### src/rtl/rhc_pkg.sv
// shared types, constants and sector codes for the rgb to hsv converter
package rhc_pkg;

  // channel and result widths
  localparam int unsigned ChanW = 8;
  localparam int unsigned HueW  = 15;

  // restoring divider: one quotient bit per pipeline step
  localparam int unsigned DivSteps = 12;
  localparam int unsigned RemW     = 20;
  localparam int unsigned DsrW     = ChanW + DivSteps - 1;

  // hue scaling: degrees times 64
  localparam logic [16:0] HueFull     = 17'd23040;
  localparam logic [14:0] BaseRedOff   = 15'd0;
  localparam logic [14:0] BaseGreenOff = 15'd7680;
  localparam logic [14:0] BaseBlueOff  = 15'd15360;

  // sector that holds the largest channel
  typedef enum logic [1:0] {
    BASE_RED,
    BASE_GREEN,
    BASE_BLUE
  } base_e;

  // one input item
  typedef struct packed {
    logic [ChanW-1:0] red;
    logic [ChanW-1:0] green;
    logic [ChanW-1:0] blue;
  } pixel_t;

  // one result item
  typedef struct packed {
    logic [HueW-1:0]  hue;
    logic [ChanW-1:0] saturation;
    logic [ChanW-1:0] value;
  } hsv_t;

  // sector result after the first stage
  typedef struct packed {
    logic [ChanW-1:0] mx;
    logic [ChanW-1:0] mn;
    logic [ChanW:0]   phase;
    base_e            base;
  } sector_t;

  // state of one restoring divider
  typedef struct packed {
    logic [RemW-1:0]     rem;
    logic [DsrW-1:0]     dsr;
    logic [DivSteps-1:0] quo;
  } div_t;

  // side information that rides along the divider stages
  typedef struct packed {
    base_e            base;
    logic             neg;
    logic             hue_zero;
    logic             sat_zero;
    logic [ChanW-1:0] value;
  } side_t;

  // payload of one divider stage
  typedef struct packed {
    div_t  hue;
    div_t  sat;
    side_t side;
  } divp_t;

endpackage

### src/rtl/rhc_sector.sv
// sector pick and divider setup, two register stages
module rhc_sector import rhc_pkg::*; (
  input  logic       clk_i,
  input  logic       rst_ni,
  input  logic [1:0] en_i,
  input  logic       valid_i,
  input  pixel_t     pixel_i,
  output logic [1:0] valid_o,
  output divp_t      data_o
);

  sector_t sec_d, sec_q;
  divp_t   div_d, div_q;
  logic    v0_q, v1_q;

  logic [ChanW-1:0] d_val;
  logic [ChanW-1:0] mag;
  logic [RemW-1:0]  hue_num;
  logic [RemW-1:0]  sat_num;

  // largest channel picks the sector, ties go blue first, then green, then red
  always_comb begin
    sec_d = '0;
    if (pixel_i.red > pixel_i.green) begin
      if (pixel_i.red > pixel_i.blue) begin
        sec_d.mx    = pixel_i.red;
        sec_d.mn    = (pixel_i.green < pixel_i.blue) ? pixel_i.green : pixel_i.blue;
        sec_d.phase = {1'b0, pixel_i.green} - {1'b0, pixel_i.blue};
        sec_d.base  = BASE_RED;
      end else begin
        sec_d.mx    = pixel_i.blue;
        sec_d.mn    = pixel_i.green;
        sec_d.phase = {1'b0, pixel_i.red} - {1'b0, pixel_i.green};
        sec_d.base  = BASE_BLUE;
      end
    end else begin
      if (pixel_i.green > pixel_i.blue) begin
        sec_d.mx    = pixel_i.green;
        sec_d.mn    = (pixel_i.red < pixel_i.blue) ? pixel_i.red : pixel_i.blue;
        sec_d.phase = {1'b0, pixel_i.blue} - {1'b0, pixel_i.red};
        sec_d.base  = BASE_GREEN;
      end else begin
        sec_d.mx    = pixel_i.blue;
        sec_d.mn    = pixel_i.red;
        sec_d.phase = {1'b0, pixel_i.red} - {1'b0, pixel_i.green};
        sec_d.base  = BASE_BLUE;
      end
    end
  end

  // chroma, phase magnitude and scaled dividends
  always_comb begin
    d_val   = sec_q.mx - sec_q.mn;
    mag     = sec_q.phase[ChanW] ? ChanW'(-sec_q.phase) : sec_q.phase[ChanW-1:0];
    // 3840 * mag = (mag << 12) - (mag << 8)
    hue_num = ({{(RemW-ChanW){1'b0}}, mag} << 12) - ({{(RemW-ChanW){1'b0}}, mag} << 8);
    // 255 * d = (d << 8) - d
    sat_num = ({{(RemW-ChanW){1'b0}}, d_val} << 8) - {{(RemW-ChanW){1'b0}}, d_val};

    div_d.hue.rem       = hue_num;
    div_d.hue.dsr       = {d_val, {(DivSteps-1){1'b0}}};
    div_d.hue.quo       = '0;
    div_d.sat.rem       = sat_num;
    div_d.sat.dsr       = {sec_q.mx, {(DivSteps-1){1'b0}}};
    div_d.sat.quo       = '0;
    div_d.side.base     = sec_q.base;
    div_d.side.neg      = sec_q.phase[ChanW];
    div_d.side.hue_zero = (d_val == '0);
    div_d.side.sat_zero = (sec_q.mx == '0);
    div_d.side.value    = sec_q.mx;
  end

  // stage valid bits
  always_ff @(posedge clk_i or negedge rst_ni) begin
    if (!rst_ni) begin
      v0_q <= 1'b0;
      v1_q <= 1'b0;
    end else begin
      if (en_i[0]) v0_q <= valid_i;
      if (en_i[1]) v1_q <= v0_q;
    end
  end

  // stage payloads
  always_ff @(posedge clk_i) begin
    if (en_i[0]) sec_q <= sec_d;
    if (en_i[1]) div_q <= div_d;
  end

  assign valid_o = {v1_q, v0_q};
  assign data_o  = div_q;

endmodule

### src/rtl/rhc_div_stage.sv
// one restoring division step for hue and saturation
module rhc_div_stage import rhc_pkg::*; (
  input  logic  clk_i,
  input  logic  rst_ni,
  input  logic  en_i,
  input  logic  valid_i,
  input  divp_t data_i,
  output logic  valid_o,
  output divp_t data_o
);

  divp_t data_d, data_q;
  logic  valid_q;

  // subtract the aligned divisor if it fits, shift in one quotient bit
  function automatic div_t div_step(input div_t cur);
    div_t nxt;
    logic fits;
    fits    = (cur.rem >= {{(RemW-DsrW){1'b0}}, cur.dsr});
    nxt.rem = fits ? (cur.rem - {{(RemW-DsrW){1'b0}}, cur.dsr}) : cur.rem;
    nxt.dsr = cur.dsr >> 1;
    nxt.quo = {cur.quo[DivSteps-2:0], fits};
    return nxt;
  endfunction

  always_comb begin
    data_d.hue  = div_step(data_i.hue);
    data_d.sat  = div_step(data_i.sat);
    data_d.side = data_i.side;
  end

  // valid bit
  always_ff @(posedge clk_i or negedge rst_ni) begin
    if (!rst_ni) begin
      valid_q <= 1'b0;
    end else if (en_i) begin
      valid_q <= valid_i;
    end
  end

  // payload
  always_ff @(posedge clk_i) begin
    if (en_i) data_q <= data_d;
  end

  assign valid_o = valid_q;
  assign data_o  = data_q;

endmodule

### src/rtl/rhc_finish.sv
// hue assembly, zero cases and the output register
module rhc_finish import rhc_pkg::*; (
  input  logic  clk_i,
  input  logic  rst_ni,
  input  logic  en_i,
  input  logic  valid_i,
  input  divp_t data_i,
  output logic  valid_o,
  output hsv_t  hsv_o
);

  hsv_t               hsv_d, hsv_q;
  logic               valid_q;
  logic [14:0]        base_off;
  logic signed [16:0] qs;
  logic signed [16:0] sum;
  logic signed [16:0] wrapped;

  // base angle of the sector
  always_comb begin
    unique case (data_i.side.base)
      BASE_RED:   base_off = BaseRedOff;
      BASE_GREEN: base_off = BaseGreenOff;
      BASE_BLUE:  base_off = BaseBlueOff;
      default:    base_off = BaseRedOff;
    endcase
  end

  // signed phase quotient plus base, wrapped into one turn
  always_comb begin
    qs      = $signed({5'b0, data_i.hue.quo});
    sum     = $signed({2'b0, base_off}) + (data_i.side.neg ? -qs : qs);
    wrapped = sum[16] ? (sum + $signed(HueFull)) : sum;

    hsv_d.hue        = data_i.side.hue_zero ? '0 : wrapped[HueW-1:0];
    hsv_d.saturation = data_i.side.sat_zero ? '0 : data_i.sat.quo[ChanW-1:0];
    hsv_d.value      = data_i.side.value;
  end

  // output valid
  always_ff @(posedge clk_i or negedge rst_ni) begin
    if (!rst_ni) begin
      valid_q <= 1'b0;
    end else if (en_i) begin
      valid_q <= valid_i;
    end
  end

  // output item
  always_ff @(posedge clk_i) begin
    if (en_i) hsv_q <= hsv_d;
  end

  assign valid_o = valid_q;
  assign hsv_o   = hsv_q;

endmodule

### src/rtl/rgb_to_hsv_converter.sv
// top level of the rgb to hsv converter pipeline
// Converts one 8-bit RGB pixel per clock into hue (degrees times 64, 0..23039),
// saturation (0..255) and value (0..255). The pipeline holds two stages for
// sector selection and divider setup, twelve stages of a restoring divider
// that produces one quotient bit per stage for hue and saturation side by
// side, and one stage for hue assembly into the output register.
// Throughput is one item per clock; when the output is stalled, empty
// stages keep accepting until the pipeline is full.
module rgb_to_hsv_converter import rhc_pkg::*; (
  input  logic   clk_i,
  input  logic   rst_ni,
  input  logic   valid_i,
  output logic   stall_o,
  input  pixel_t pixel_i,
  output logic   valid_o,
  input  logic   stall_i,
  output hsv_t   hsv_o
);

  logic [1:0]          sec_en;
  logic [1:0]          sec_valid;
  logic [DivSteps-1:0] div_en;
  logic [DivSteps:0]   div_valid;
  divp_t               div_data [DivSteps+1];
  logic                fin_en;

  // advance chain: a stage moves when empty or when its successor moves
  assign fin_en = !valid_o || !stall_i;

  // walk from the output end so each stage sees its successor's enable
  always_comb begin
    for (int k = DivSteps - 1; k >= 0; k--) begin
      if (k == DivSteps - 1) begin
        div_en[k] = !div_valid[k+1] || fin_en;
      end else begin
        div_en[k] = !div_valid[k+1] || div_en[k+1];
      end
    end
  end

  assign sec_en[1] = !sec_valid[1] || div_en[0];
  assign sec_en[0] = !sec_valid[0] || sec_en[1];
  assign stall_o   = !sec_en[0];

  // sector selection and divider setup
  rhc_sector u_sector (
    .clk_i   (clk_i),
    .rst_ni  (rst_ni),
    .en_i    (sec_en),
    .valid_i (valid_i),
    .pixel_i (pixel_i),
    .valid_o (sec_valid),
    .data_o  (div_data[0])
  );

  assign div_valid[0] = sec_valid[1];

  // divider steps
  for (genvar g = 0; g < DivSteps; g++) begin : g_div
    rhc_div_stage u_div_stage (
      .clk_i   (clk_i),
      .rst_ni  (rst_ni),
      .en_i    (div_en[g]),
      .valid_i (div_valid[g]),
      .data_i  (div_data[g]),
      .valid_o (div_valid[g+1]),
      .data_o  (div_data[g+1])
    );
  end

  // hue assembly and output register
  rhc_finish u_finish (
    .clk_i   (clk_i),
    .rst_ni  (rst_ni),
    .en_i    (fin_en),
    .valid_i (div_valid[DivSteps]),
    .data_i  (div_data[DivSteps]),
    .valid_o (valid_o),
    .hsv_o   (hsv_o)
  );

  // input side only stalls when the output is held
  assert property (@(posedge clk_i) disable iff (!rst_ni)
    stall_o |-> (valid_o && stall_i))
    else $error("input stalled while output is free");

  // hue stays within one turn
  assert property (@(posedge clk_i) disable iff (!rst_ni)
    valid_o |-> (hsv_o.hue <= 15'd23039))
    else $error("hue out of range");

  // black pixel has no hue and no saturation
  assert property (@(posedge clk_i) disable iff (!rst_ni)
    (valid_o && (hsv_o.value == '0)) |-> ((hsv_o.saturation == '0) && (hsv_o.hue == '0)))
    else $error("black pixel with nonzero hue or saturation");

  // a full pipeline whose output is taken accepts again in the same cycle
  assert property (@(posedge clk_i) disable iff (!rst_ni)
    (valid_o && !stall_i) |-> !stall_o)
    else $error("pipeline stalled while output is taken");

endmodule
### config.mk
export PLATFORM = sky130hd
export DESIGN_NAME = rgb_to_hsv_converter
export DESIGN_NICKNAME = d
export VERILOG_FILES = /design/src/rtl/rhc_pkg.sv /design/src/rtl/rhc_sector.sv /design/src/rtl/rhc_div_stage.sv /design/src/rtl/rhc_finish.sv /design/src/rtl/rgb_to_hsv_converter.sv
export SDC_FILE = /design/constraint.sdc
export NUM_CORES = 1
export LEC_CHECK = 0
export ABC_CLOCK_PERIOD_IN_PS = 5200
export BUFFER_PORTS_ARGS = -buffer_cell sky130_fd_sc_hd__clkbuf_2
export CAP_MARGIN = 20
export CORE_UTILIZATION = 60
export CTS_BUF_LIST = sky130_fd_sc_hd__clkbuf_16
export DETAILED_ROUTE_END_ITERATION = 6
export GPL_TIMING_DRIVEN = 0
export PLACE_DENSITY = 0.81
export SETUP_SLACK_MARGIN = 0.2
export SYNTH_ARGS = -nofsm -noshare
export SYNTH_HDL_FRONTEND = slang
export SYNTH_SLANG_ARGS = --single-unit
### constraint.sdc
create_clock -name clk_i -period 5.2 [get_ports clk_i]
set_clock_uncertainty 0.05 [all_clocks]
set_input_delay 1.04 -clock clk_i [delete_from_list [all_inputs] [get_ports clk_i]]
set_output_delay 1.04 -clock clk_i [all_outputs]
set_load 0.005 [all_outputs]
======== After elaboration in Yosys (flattened, before gate mapping) ========
Cells that the tools add are included.
word-level totals
  bits in registers ....................... 932
  input port bits ......................... 28
  output and inout port bits .............. 33
  logic and storage cells ................. 271
operators by class
  add/subtract/negate cells ............... 32
  magnitude comparators ................... 29
  equal/unequal tests ..................... 2
  muxes and demuxes ....................... 31
  reduce and logical (&&, ||, !) cells .... 34
operators with widths
  cell              number
  $mux 20           22
  $mux 27           3
  $sub 20x16->20    3
  $ge 20x10->1      2
  $ge 20x11->1      2
  $ge 20x12->1      2
  $ge 20x13->1      2
  $ge 20x14->1      2
  $ge 20x15->1      2
  $ge 20x16->1      2
  $ge 20x17->1      2
  $ge 20x18->1      2
  $ge 20x19->1      2
  $ge 20x8->1       2
  $ge 20x9->1       2
  $sub 20x10->20    2
  $sub 20x11->20    2
  $sub 20x12->20    2
  $sub 20x13->20    2
  $sub 20x14->20    2
  $sub 20x15->20    2
  $sub 20x17->20    2
  $sub 20x18->20    2
  $sub 20x19->20    2
  19 further kinds  58

======== Depth between registers and ports, before layout ========
Gate-level depths: netlist (run 1).
  depth after elaboration ................. 17
  depth in mapped cells ................... 14
  depth with buffers taken out ............ 14

======== Modules after synthesis ========
From an unflattened synthesis (run 1), not the netlist that was laid out.
unflattened totals
  cells, all modules ...................... 7,067
  area total of the unflattened synthesis .. 82,308.9 um2
by module, submodules not included
  module                                      instances  cells an instance  area each (um2)  seq. area each (um2)
  rhc_div_stage at g_div[11].u_div_stage ...  5          542                6,333.6          3,418.3
  rhc_div_stage at g_div[5].u_div_stage ...   3          515                6,048.3          3,418.3
  rhc_div_stage at g_div[8].u_div_stage       1          539                6,443.7          3,418.3
  rhc_div_stage at g_div[0].u_div_stage       1          513                6,193.4          3,418.3
  rhc_div_stage at g_div[10].u_div_stage      1          517                6,173.4          3,418.3
  rhc_div_stage at g_div[7].u_div_stage       1          513                6,048.3          3,418.3
  rhc_sector                                  1          564                5,759.3          2,332.2
  rhc_finish                                  1          142                1,739.2          955.9
  rgb_to_hsv_converter                        1          24                 138.9            0.0

======== Least setup slack after synthesis (run 1) ========
No wires, ideal clock.
  path kind ............................... input port to flip-flop
  from .................................... input stall_i
  to ...................................... register g_div[9].u_div_stage.data_q (netlist bit g_div[9].u_div_stage.data_o[100]) (enable)
  library setup time ...................... 0.442 ns
  arrival ................................. 4.896 ns
  data required time ...................... 4.708 ns
  path slack .............................. -0.188 ns
  cell stages on the path ................. 2
  buffers on the path ..................... 0
  path through ............................ nand4_1 > or2_2
on the way
  cells in the longest elaborated chain, start to end .. 5
RTL lines
  item                                 line                        text
  start: declaration                   rgb_to_hsv_converter.sv:16  input logic stall_i,
  $logic_not 1->1                      rgb_to_hsv_converter.sv:28  assign fin_en = !valid_o || !stall_i;
  $logic_or 1x1->1                     rgb_to_hsv_converter.sv:28
  $logic_or 1x1->1                     rgb_to_hsv_converter.sv:34  div_en[k] = !div_valid[k+1] || fin_en;
  $logic_or 1x1->1 (2 in a row)        rgb_to_hsv_converter.sv:36  div_en[k] = !div_valid[k+1] || div_en[k+1];
  named net g_div[9].u_div_stage.en_i  rhc_div_stage.sv:5          input logic en_i,
  end signal: assignment               rhc_div_stage.sv:43         if (en_i) data_q <= data_d;
  end: declaration                     rhc_div_stage.sv:12         divp_t data_d, data_q;
The timed path passes the listed nets, and every way through them passes these cells.
A chain may end at the register's enable or synchronous reset.

======== Worst setup path after layout (run 1) ========
  from .................................... input stall_i
  to ...................................... output stall_o
on the way
  cells in the longest elaborated chain, start to end .. 17
RTL lines
  item                                  line                        text
  $logic_not 1->1                       rgb_to_hsv_converter.sv:28
  $logic_or 1x1->1                      rgb_to_hsv_converter.sv:28
  $logic_or 1x1->1                      rgb_to_hsv_converter.sv:34
  named net g_div[11].u_div_stage.en_i  rhc_div_stage.sv:5
  $logic_or 1x1->1 (11 in a row)        rgb_to_hsv_converter.sv:36
  $logic_or 1x1->1                      rgb_to_hsv_converter.sv:41  assign sec_en[1] = !sec_valid[1] || div_en[0];
  $logic_or 1x1->1                      rgb_to_hsv_converter.sv:42  assign sec_en[0] = !sec_valid[0] || sec_en[1];
  $logic_not 1->1                       rgb_to_hsv_converter.sv:43  assign stall_o = !sec_en[0];
  end: declaration                      rgb_to_hsv_converter.sv:13  output logic stall_o,
The timed path passes the listed nets, and every way through them passes these cells.

==> results of run 1 <==
[routing by layer]
| layer | wire (µm) | global-route usage [%] | part of all wire [%] |
|---|---|---|---|
| met2 | 41450 | 42.08 | 55 |
| met1 | 28480 | 22.30 | 38 |
| met3 | 2475 | 2.712 | 3.3 |
| met5 | 0 | 0 | 0 |
| met4 | 2704 | 9.118 | 3.6 |
[where the power goes]
part,total (mW),switching (mW),internal (mW)
Sequential,13.6,1.70,11.9
Clock,5.80,2.49,3.31
Combinational,13.8,7.55,6.21
Total,33.1,11.7,21.4
[worst max path at each step]
stage	slack, ns	startpoint	endpoint
final	0.65	stall_i	stall_o
after global routing	0.46	stall_i	stall_o
after CTS	0.21	stall_i	stall_o
after detailed placement	-0.0008	stall_i	stall_o
after global placement	-1.66	stall_i	g_div[9].u_div_stage.data_o[108]$_DFFE_PP_
after floorplan	-0.14	stall_i	g_div[9].u_div_stage.data_o[100]$_DFFE_PP_
[metrics by stage]
step	cells	power, mW	setup WS [ns]	instance area, µm²	utilization, %
detailed placement	4356	27.12	-0.0008145	43980	63.68
finish	4505	33.15	0.6467	46660	67.56
CTS	4505	33.22	0.2138	46650	67.54
floorplan	3348	23.86	-0.1406	42140	-
global placement	4339	26.50	-1.661	43610	63.14
global route	4505	35.46	0.4623	46660	67.56
[final cells by class]
| type | count | area share (%) |
|---|---|---|
| clock inverters | 63 | 1.089 |
| repair buffers | 77 | 1.394 |
| flip-flops and latches | 849 | 54.48 |
| multi-input cells | 2138 | 32.94 |
| inverters | 321 | 2.590 |
| plain buffers | 40 | 0.3996 |
| well taps | 931 | 2.497 |
| clock buffers | 86 | 4.612 |
[synth_stat cells (26+ instances only)]
cell type,n
a211oi_1,26
a21o_1,28
a21oi_1,139
edfxtp_1,834
fa_1,27
ha_1,238
inv_1,318
mux2_2,45
nand2_1,167
nand2b_1,78
nand3_1,46
nand4_1,31
nor2_1,258
nor2b_1,68
nor3_1,77
nor4_1,46
o21a_1,55
o21ai_0,186
o31ai_1,34
xnor2_1,135
xor2_1,118
[sequential cells by signal, summed over array words and instances (netlist names)]
register and cells:
g_div.u_div_stage.data_o 727, u_sector.data_o 49, u_finish.hsv_o 31, u_sector.sec_q 16
g_div.u_div_stage.valid_o 12, u_sector.div_d 11, u_finish.valid_o 1, u_sector.v0_q 1
u_sector.v1_q 1
[kinds of logic (layout without fill, tap and decap cells)]
logic type	count (synthesis)	count (layout)
compound gates	627	627
buf+inv	361	587
simple gates	926	926
xor+xnor	254	254
flops	849	849
fa+ha+maj	265	265
mux	65	65
other cells	1	1
==> key figures, run 1 <==
Status
  • Status: finished, final reports clean

Synth
  • Avg Cell Area, Syn: 12.59 µm²
  • Number of distinct library cells after synthesis: approximately 100
  • Main synth FF type: edfxtp_1
  • Compound-cell area share of the yosys netlist: a little under a tenth
  • Largest family of logic cells by synthesized area: simple AND/OR/NAND/NOR gates
  • Adder-Cell Fraction of Synth Area: about 8.3%
  • Net Count, Synth: 3641
  • Syn Std Cell Area: between 0.04 and 0.05 mm²
  • Yosys top cell area share: 59.44%
  • #FFs+latches synth: 849
  • Xor-xnor portion of the synthesized cell area: 5.297%
  • Synth Area in Simple Gates: 11.42%
  • Sequential share of the synthesized area: 60.33%
  • Mux contribution to synthesized area: ~1.7%
  • Number of synthesized flops with an enable pin: 834
  • Synth warn: 0
  • Largest area contributor in the netlist: edfxtp_1
  • Post-synth ARST share: 1.767%
  • Post-Synthesis Cells: 3348
  • Main area contributors after synthesis: edfxtp_1 (59%), ha_1 (7.1%), inv_1 (2.8%), xnor2_1 (2.8%), xor2_1 (2.5%)

Floorplanning
  • # rows: between 90 and 100
  • DIE WIDTH: 267.0 µm
  • Core ar.: approximately 0.069 mm²
  • Starting Density: between 60% and 70%
  • IO Pins: 61
  • Die area: 0.07129 mm²
  • Die Y: between 200 and 300 µm

Cells and area
  • Fillers: 4594
  • Layout area overhead: 10.73%
  • Final nets: between 3000 and 4000
  • Share of cells above drive strength 1: 9.037%
  • # diodes: 0
  • Reg area: 0.02542 mm²
  • Commonest non-fill, non-tap cells in the layout: edfxtp_1 (834), inv_1 (339), nor2_1 (257)
  • Multi-input gate area: 0.01537 mm²
  • Commonest non-fill, non-tap cell in the layout: edfxtp_1

Setup path
  • CP delay by family, top: simple AND/OR/NAND/NOR gates
  • Worst path cell trace: clkbuf_2 -> nand3_4 -> nor2_2 -> and3_1 -> and3_1 -> nand3_2 -> buf_16 -> inv_1 -> clkbuf_2
  • Worst EP required: 4.11 ns
  • FF-to-FF Start: g_div[11].u_div_stage.data_o[64]$_DFFE_PP_
  • R2R Setup Slk: 1.10 ns
  • Arr. time, crit path: roughly 3.5 ns
  • CP peak stage delay: 0.40 ns
  • Startpoint types: input pin
  • WS Path Type: input pin to primary output
  • Max FO, Critical Path: 20
  • Worst reg2reg path endpoint: u_finish.hsv_o[29]$_SDFFCE_PP0P_
  • Slowest-stage cell, CP: and3_1
  • Worst Reg-to-Reg Cells: 14
  • Stages on the worst setup path: 9
  • Setup crit end kind: primary output
  • Buf/Inv on CP: 4

Clocking
  • Post-CTS setup buffers: 0
  • Hold Buf Count CTS: 0
  • Clk root buf: clkbuf_16
  • CTS tree: done
  • Clock tree sinks: between 800 and 900
  • Worst-skew pair later-pin latency: 0.64 ns
  • H-tree Lvls: 3
  • CTS-repair resized insts: 1
  • TritonCTS buffer count: 85
  • Clock-pin slew on the worst setup and hold paths: 0.06 ns
  • Clock Tree Buf Depth: 3

Drt
  • DR iter-0 viols: 1326
  • DR WL/cell: 16.67 µm
  • Vias/cell: ~5.7
  • Detailed-route via count: 25556
  • DRT Pass-1 Iters: 5
  • Post-Route WL: roughly 75000 µm
  • Final ANT Viol Nets: 0
  • # DRC: 0

Timing
  • Worst hold margin: between 0.3 and 0.4 ns
  • Worst slew pin tran: 0.8893 ns
  • Slew margin rel.: between 40% and 50%
  • Final min period: 4.553 ns
  • RSZ-0062 raised after global routing: false
  • Max Slew Vio Count: 0
  • Final hold viol count: 0
  • Tcrit/Tclk final: 87.56%
  • # setup viols final: 0
  • Setup TNS Final: 0 ns
  • Maximum clock rate: 219.6 MHz

Global routing
  • Vias in the first global route: 25927
  • Gr usage total: 21.31%
  • Total global routing overflow: 0
  • Largest net degree at the start of global routing: 70
  • Global-route wire length before repair: roughly 120000 µm
  • Initial antenna violation count: 0

Placed design
  • # port buffers: 60
  • Routability cong.: 0.9274
  • DPL Wire Length: between 50000 and 60000 µm

Power and ir drop
  • PD cells: 710.4 mW/mm²
  • Leakage: 18.27 nW
  • Max VDD drop: 0.3435 mV

Hold path
  • Worst hold path class: input pin to async pin

Run
  • MaxCap Viol Count: 0
No activity file was read; power rests on OpenSTA's default activity.
==> run 2: changes to the inputs <==
Settings changed: CELL_PAD_IN_SITES_DETAIL_PLACEMENT set to 0, CELL_PAD_IN_SITES_GLOBAL_PLACEMENT set to 2, CORE_UTILIZATION 60 to 45, PLACE_DENSITY 0.81 to 0.85.
==> key figures, run 2 (same netlist as run 1, synthesis figures left out) <==
Cells and area
  • Max reg flops: 727 (unchanged)
  • Layout area overhead: 12.50%
  • Share of cells above drive strength 1: 9.633% (+0.60 points)
  • Commonest non-fill, non-tap cells in the layout: edfxtp_1 (834), inv_1 (328), nor2_1 (258)
  • Final nets: 3810 (+0.13%)
  • Commonest non-fill, non-tap cell in the layout: edfxtp_1
  • # diodes: 0 (unchanged)

Floorplanning
  • DIE WIDTH: 308 µm (+15%)
  • Die area: 0.09486 mm² (+33%)
  • # rows: 111 (+16%)
  • Die Y: 308 µm (+15%)
  • Core ar.: 0.09222 mm² (+34%)
  • IO Pins: 61 (unchanged)
  • Starting Density: 45.69% (-15 points)

Global routing
  • Largest net degree at the start of global routing: 70 (unchanged)
  • Initial antenna violation count: 0 (unchanged)
  • Vias in the first global route: 24535 (-5.4%)
  • Total global routing overflow: 0 (unchanged)
  • Global-route wire length before repair: 119600 µm (-2.3%)
  • Gr usage total: 15.43% (-5.9 points)

Placed design
  • Worst slack, placed: 0.2959 ns (+0.2968 ns)
  • DPL Wire Length: 55490 µm (+1.9%)
  • Routability cong.: 0.8648 (-6.8%)
  • # port buffers: 60 (unchanged)

Drt
  • Detailed-route via count: 24563 (-3.9%)
  • DRT Pass-1 Iters: 6 (+1)
  • Final ANT Viol Nets: 0 (unchanged)
  • Post-Route WL: 72520 µm (-3.5%)
  • # DRC: 0 (unchanged)
  • DR iter-0 viols: 1176 (-11%)
  • DR WL/cell: 15.00 µm (-10%)
  • Vias/cell: 5.080 (-10%)

Timing
  • Final setup margin: 0.5941 ns (-0.05269 ns)
  • Max Slew Vio Count: 0 (unchanged)
  • Final min period: 4.606 ns (+0.05269 ns)
  • Final hold viol count: 0 (unchanged)
  • Tcrit/Tclk final: 88.58% (+1.0 points)
  • RSZ-0062 raised after global routing: false
  • Slew margin rel.: 37.88% (-2.7 points)
  • # setup viols final: 0 (unchanged)
  • Maximum clock rate: 217.1 MHz (-1.1%)
  • Setup TNS Final: 0 ns (unchanged)
  • Worst slew pin tran: 0.9291 ns (+0.03976 ns)

Setup path
  • Slowest-stage cell, CP: nor2_1
  • CP peak stage delay: 0.50 ns (+0.10 ns)
  • Setup crit end kind: primary output
  • CP delay by family, top: simple AND/OR/NAND/NOR gates
  • Worst path cell trace: clkbuf_2 -> nand3_2 -> nor2_1 -> and3_1 -> and3_1 -> nand3_4 -> inv_1 -> clkbuf_2
  • WS Path Type: input pin to primary output
  • Startpoint types: input pin
  • Max FO, Critical Path: 29 (+45%)
  • Buf/Inv on CP: 3 (-1)
  • Arr. time, crit path: 3.52 ns (+0.06 ns)
  • Worst EP required: 4.11 ns (about the same)

Clocking
  • CTS tree: done
  • CTS-repair resized insts: 0 (-1)
  • Clock tree sinks: 849 (unchanged)
  • Hold Buf Count CTS: 0 (unchanged)
  • Clock-pin slew on the worst setup and hold paths: 0.06 ns (about the same)
  • Worst-skew pair later-pin latency: 0.63 ns (about the same)
  • Post-CTS setup buffers: 0 (unchanged)
  • H-tree Lvls: 3 (unchanged)
  • TritonCTS buffer count: 90 (+5.9%)
  • Clk root buf: clkbuf_16
  • Clock Tree Buf Depth: 3 (unchanged)

Power and ir drop
  • Total power: 33.43 mW (+0.85%)
  • PD cells: 705.2 mW/mm² (-0.74%)
  • Leakage: 18.39 nW (+0.64%)
  • Max VDD drop: 0.2681 mV (-22%)

Status
  • Status: finished, final reports clean

Hold path
  • Worst hold path class: input pin to async pin

Run
  • MaxCap Viol Count: 0 (unchanged)
==> run 2: cell types whose count changed in the layout (fill, tap and decap cells not counted), moves of 2 or more <==
cell	before	now
bufinv_16	6	13
clkbuf_16	86	92
clkinv_1	12	16
clkinv_2	11	15
clkinv_4	0	4
clkinv_8	3	1
clkinvlp_4	1	8
inv_1	339	328
==> run 2: area by class of cell <==
| cell class | instances | area [µm²] |
|---|---|---|
| clock buffer | 92 | 2302 |
| sequential | 849 | 25420 |
| buffer | 40 | 186.4 |
| timing repair buffer | 77 | 626.9 |
| clock inverter | 75 | 739.5 |
| tap | 1243 | 1555 |
| fill | 8047 | 44810 |
| multi-input combinational | 2138 | 15370 |
| inverter | 321 | 1209 |
==> run 2: worst paths after layout <==
check	from	to	slack (ns)	cells after the start
max	stall_i	stall_o	0.59	8
min	rst_ni	g_div[6].u_div_stage.valid_o$_DFFE_PN0P_	0.33	1
max reg2reg	g_div[11].u_div_stage.data_o[64]$_DFFE_PP_	u_finish.hsv_o[29]$_SDFFCE_PP0P_	1.10	14
min reg2reg	g_div[6].u_div_stage.data_o[70]$_DFFE_PP_	g_div[7].u_div_stage.data_o[71]$_DFFE_PP_	0.35	0
max in group asynchronous	rst_ni	g_div[9].u_div_stage.valid_o$_DFFE_PN0P_	4.43	1
min in group clk_i	g_div[6].u_div_stage.data_o[70]$_DFFE_PP_	g_div[7].u_div_stage.data_o[71]$_DFFE_PP_	0.35	0
==> run 2: per-stage QoR <==
stage          util [%]  hold slack [ns]  cells  instance area [µm²]
6_report          51.40           0.3258   4835                47400
5_1_grt           51.40           0.3203   4835                47400
4_1_cts           51.40           0.2873   4835                47400
3_5_place_dp      48.10           0.3545   4668                44360
3_3_place_gp      47.71           0.3507   4651                44000
2_1_floorplan         -           0.3503   3348                42140
==> run 2: power breakdown <==
group / switching (mW) / internal (mW) / total (mW)
sequential: 1.65 / 11.9 / 13.5
combinational: 7.24 / 6.19 / 13.4
clock: 2.59 / 3.87 / 6.47
==> run 2: per-layer routing <==
| metal | track usage [%] | vias up | wire, µm | part of all wire, % |
|---|---|---|---|---|
| met5 | 0 | - | 0 | 0 |
| met4 | 5.646 | 0 | 2492 | 3.4 |
| met3 | 2.508 | 152 | 2195 | 3.0 |
| met2 | 29.28 | 333 | 38050 | 52 |
| met1 | 17.18 | 11409 | 29770 | 41 |
| li1 | - | 12669 | - | - |
